File: src/hw/rtl/rpn_ram.sv
`default_nettype none
module rpn_ram #(
  parameter int DEPTH = 64,
  parameter int W     = 32,
  parameter int AW    = 6
) (
  input  wire logic          clk,
  input  wire logic          we,
  input  wire logic [AW-1:0] waddr,
  input  wire logic [W-1:0]  wdata,
  input  wire logic [AW-1:0] raddr,
  output logic      [W-1:0]  rdata
);
  logic [W-1:0] mem [DEPTH];

  always_ff @(posedge clk) begin
    if (we) begin
      mem[waddr] <= wdata;
    end
    rdata <= mem[raddr];
  end
endmodule
`default_nettype wire

File: config.mk
export PLATFORM = sky130hd
export DESIGN_NAME = rpn_ram
export DESIGN_NICKNAME = d
export VERILOG_FILES = /design/src/hw/rtl/rpn_ram.sv
export SDC_FILE = /design/constraint.sdc
export NUM_CORES = 2
export LEC_CHECK = 0
export ABC_AREA = 1
export CAP_MARGIN = 20
export CORE_MARGIN = 10
export CORE_UTILIZATION = 40
export DETAILED_ROUTE_END_ITERATION = 12
export DONT_BUFFER_PORTS = 1
export MAX_ROUTING_LAYER = met4
export PLACE_DENSITY = 0.66
export SLEW_MARGIN = 25
export SYNTH_ARGS = -nofsm -noshare
export SYNTH_HDL_FRONTEND = slang
export SYNTH_SLANG_ARGS = --single-unit
File: constraint.sdc
create_clock -name clk -period 6.06 [get_ports clk]
set_input_delay 0.909 -clock clk [delete_from_list [all_inputs] [get_ports clk]]
set_output_delay 0.909 -clock clk [all_outputs]
set_load 0.03 [all_outputs]
**Word-level counts from Yosys, hierarchy flattened**

Memory sizes are Yosys's and may differ from the RTL's. A register that Yosys moved wholly into a read port is not among the register bits.
Cells that the tools add are included.
W data, S select, Z words.

- Bits in registers: 0
- RAM bits: 2,048
- Bits of input ports: 46
- Output and inout bits: 32
- Word-level logic and storage cells: 3
- Memories kept: 1

- Multiplexer cells: 2

Memories:

| name | words | width | read ports | clocked after Yosys merged registers in | wr ports | line | RTL |
|---|---|---|---|---|---|---|---|
| mem | 64 | 32 | 1 | 1 | 1 | 14 | `logic [W-1:0] mem [DEPTH];` |

Operator list:

| operator | number |
|---|---|
| $mux W1 | 2 |

**Depth between registers and ports, before layout**

- Word-level depth: 2
- Mapped depth: 13
- Gate-level depth less buffers: 9

**Worst setup path after synthesis**

Ideal clock, no wire load.

- Kind: input port to flip-flop
- Start point: input port we
- End point: memory mem[48][0], enable pin
- Library setup time: 0.502 ns
- Data arrival time: 4.537 ns
- Required time: 5.558 ns
- Slack: 1.021 ns
- Stages on the path: 3
- Path buffers: 1
- Cell sequence: clkbuf_1 > nand4_1 > nor4_1

- Word-level cells in the longest chain between the ends: 2

RTL lines:

| what | line | RTL |
|---|---|---|
| from (decl) | 8 | `input wire logic we,` |
| $mux W1 | 17 | `if (we) begin` |
| $mux W1 (not written as such) | 18 | `mem[waddr] <= wdata;` |
| to (decl) | 14 |  |

Every way passes these cells.

==> impl_metrics.py <==
metrics = {
    "outcome": {
        "status": "finished, final reports clean",
    },
    "clock_network": {
        "htree_levels": 4,
        "post_cts_resized": 0,
        "cts_tree": "built",
        "clk_pin_slew_ps": 60,
        "cts_sinks": 2080,
        "cts_buffers": 205,
        "cts_root_buffer": "clkbuf_16",
        "clk_latency_ps": 850,
        "clk_path_buf_depth": 3,
        "ctsHoldBuffers": 0,
        "cts_setup_buffers": 0,
    },
    "power_and_ir_drop": {
        "p_int_mw": 23.5,
        "power.share.sequential": 0.537,
        "p_sw_mw": 6.50,
        "combPwrFrac": 0.044,
        "total_leakage_power_nw": 31.8,
        "cellPowerDensity_mw_per_mm2": 325,
        "p_clk_frac": 0.419,
        "swShare": 0.217,
        "ir_drop_uv": 247,
    },
    "worst_hold_path": {
        "worstHoldStart": "wdata[4]",
        "min_path_type": "in2reg",
        "whs_path_depth": 0,
        "whs_endpoint": "mem[22][4]",
    },
    "worst_setup_path": {
        "crit_type": "in2reg",
        "rr_worst_depth": 8,
        "ff2ff_setup_slack_ps": 4210,
        "critPathMaxFanout": 185,
        "r2r-end": "rdata[0]",
        "cp.arrival_ps": 6000,
        "rr_startpoint": "mem[46][0]",
        "end_kind": "flop",
        "startpoint_type": "input pin",
        "cp.required_ps": 6770,
    },
    "yosys": {
        "yosysMostFrequentCell": "nand2_1",
        "synth_compound_area_frac": 0,
        "syn-cell-area_mm2": 0.0827,
        "post-synth-top-area-cell": "edfxtp_1",
        "synth_async_sr_flop_share": 0,
        "synthCells": 6769,
        "synthTopCellsByArea": "edfxtp_1, nand3_1, nand2_1, buf_2, dfxtp_1",
        "yosysWarnings": 0,
        "syn_area_per_cell_um2": 12.2,
        "synth_fa_ha_area_frac": 0,
        "synth-edff-count": 2048,
        "ys_ff_latch": 2080,
        "netlist_top_cells_count": "nand2_1, edfxtp_1, nand3_1",
        "synth-xor-area-share": 0,
        "ys_types": 16,
        "syn-num-nets": 6815,
        "synth.top_cell.area_share": 0.743,
        "yosysSeqAreaShare": 0.751,
        "synth_ff_type": "edfxtp_1",
        "synth_top_family_by_area": "simple AND/OR/NAND/NOR gates",
        "synthMuxAreaShare": 0,
        "synth_simple_gate_area_frac": 0.221,
    },
    "final_layout": {
        "areaGrowthSynthToFinish_pct": 11.5,
        "fill_cells": 18115,
        "multiInputGateArea_mm2": 0.0188,
        "fin_nets": 6695,
        "drive_gt1_frac": 0.0697,
        "seq_area_mm2": 0.0621,
    },
    "placed_design": {
        "hpwl_mm": 121,
        "routabilityCongestion": 0.814,
        "port_buffers": 0,
    },
    "floorplanning": {
        "chipWidth_um": 475,
        "die_area_mm2": 0.225,
        "ios": 78,
        "rows": 166,
        "core_mm2": 0.205,
        "dieHeight_um": 475,
        "start_util": 0.403,
    },
    "grt": {
        "overflow": 0,
        "grt_pass1_vias": 51315,
        "grt_pass1_wl_mm": 349,
        "antenna_found_initial": 5,
        "grt_usage": 0.215,
        "grt_max_degree": 1026,
    },
    "sta": {
        "fin_crit_ps": 5290,
        "fmax_mhz": 189,
        "tightest_slew_ps": 1460,
        "setup_violations": 0,
        "hold_violations": 0,
        "skew_ps": 28.6,
        "max_slew_margin": 0.0236,
        "tns_ps": 0,
        "period_share": 0.873,
        "rsz0062_at_grt": "no",
        "whs_ps": 159,
        "slew_viol_final": 0,
    },
    "routing": {
        "totalWireLength_mm": 242,
        "wl_per_cell_um": 25.5,
        "final_antenna_net_count": 0,
        "first_iter_violations": 7633,
        "vias": 53952,
        "dr.pass1.iters": 8,
        "drc": 0,
        "via_per_inst": 5.67,
    },
    "job": {
        "maxCapViolCount": 0,
    },
}
-- critical path, cell delays in order --
cell     delay, ps
buf_16         480
buf_16         570
buf_16         610
inv_16         270
buf_12         590
nand2_1        130
nand3_1         70
nand3_1        110
nand2_1         50
nand2_1         70
nand3_1        230
nand3_1        500
nand2_1        130
-- layout by cell type, fill, tap and decap left out, drive strengths merged, types with 5 or more instances in the layout --
cell	count
buf	122
bufinv	19
clkbuf	268
clkinv	79
dfxtp	32
diode	5
edfxtp	2048
inv	19
nand2	2248
nand3	1907
nand4	9
nor2	56
nor4	8
-- flip-flops by register name, indices dropped and copies added (netlist names) --
name and count:
mem 2048, rdata 32
-- logic make-up after synthesis --
family / count (synthesis)
simple gates: 4228
flops: 2080
buf+inv: 461
-- worst max-delay path by stage --
stage,from,endpoint,cells past startpoint
3_5_place_dp,raddr[0],rdata[0],11
3_3_place_gp,raddr[0],rdata[0],11
4_1_cts,raddr[0],rdata[0],11
6_report,raddr[0],rdata[18],13
5_1_grt,raddr[0],rdata[4],13
2_1_floorplan,we,mem[48][0],3
-- metrics by stage --
step                instances   util  instance area, µm²  setup WS (ps)  power (mW)
floorplan                6769      -               82700           1020        17.3
global placement         9122  0.416               85400           1720        17.6
detailed placement       9125  0.417               85500           1770        17.6
CTS                      9501  0.449               92100           2730        30.0
global route             9507  0.449               92200           1160        30.8
finish                   9511  0.449               92200            771        30.0
-- power groups by stage --
stage          sequential, mW  clock (mW)  combinational [mW]
2_1_floorplan            16.3           0               0.978
3_3_place_gp             16.4           0                1.17
3_5_place_dp             16.4           0                1.19
4_1_cts                  16.1        12.7                1.19
5_1_grt                  16.1        13.2                1.43
6_report                 16.1        12.6                1.31
-- layout make-up --
type,instances,area share
Inverter,12,0.000882
Clock inverter,108,0.0120
Antenna cell,5,0.000136
Timing Repair Buffer,122,0.0139
Sequential cell,2080,0.674
Multi-Input combinational cell,4228,0.203
Clock buffer,268,0.0594
Tap cell,2688,0.0365
-- per-layer routing --
| metal | global-route usage | share of wire | routed length, µm | up-vias |
|---|---|---|---|---|
| met5 | - | 0 | 0 | - |
| met4 | 0.0964 | 0.049 | 11800 | 0 |
| met3 | 0.0387 | 0.10 | 24900 | 468 |
| met2 | 0.335 | 0.47 | 113000 | 2898 |
| met1 | 0.275 | 0.38 | 92800 | 26689 |
| li1 | - | - | - | 23897 |
(Power assumes the default switching activity.)
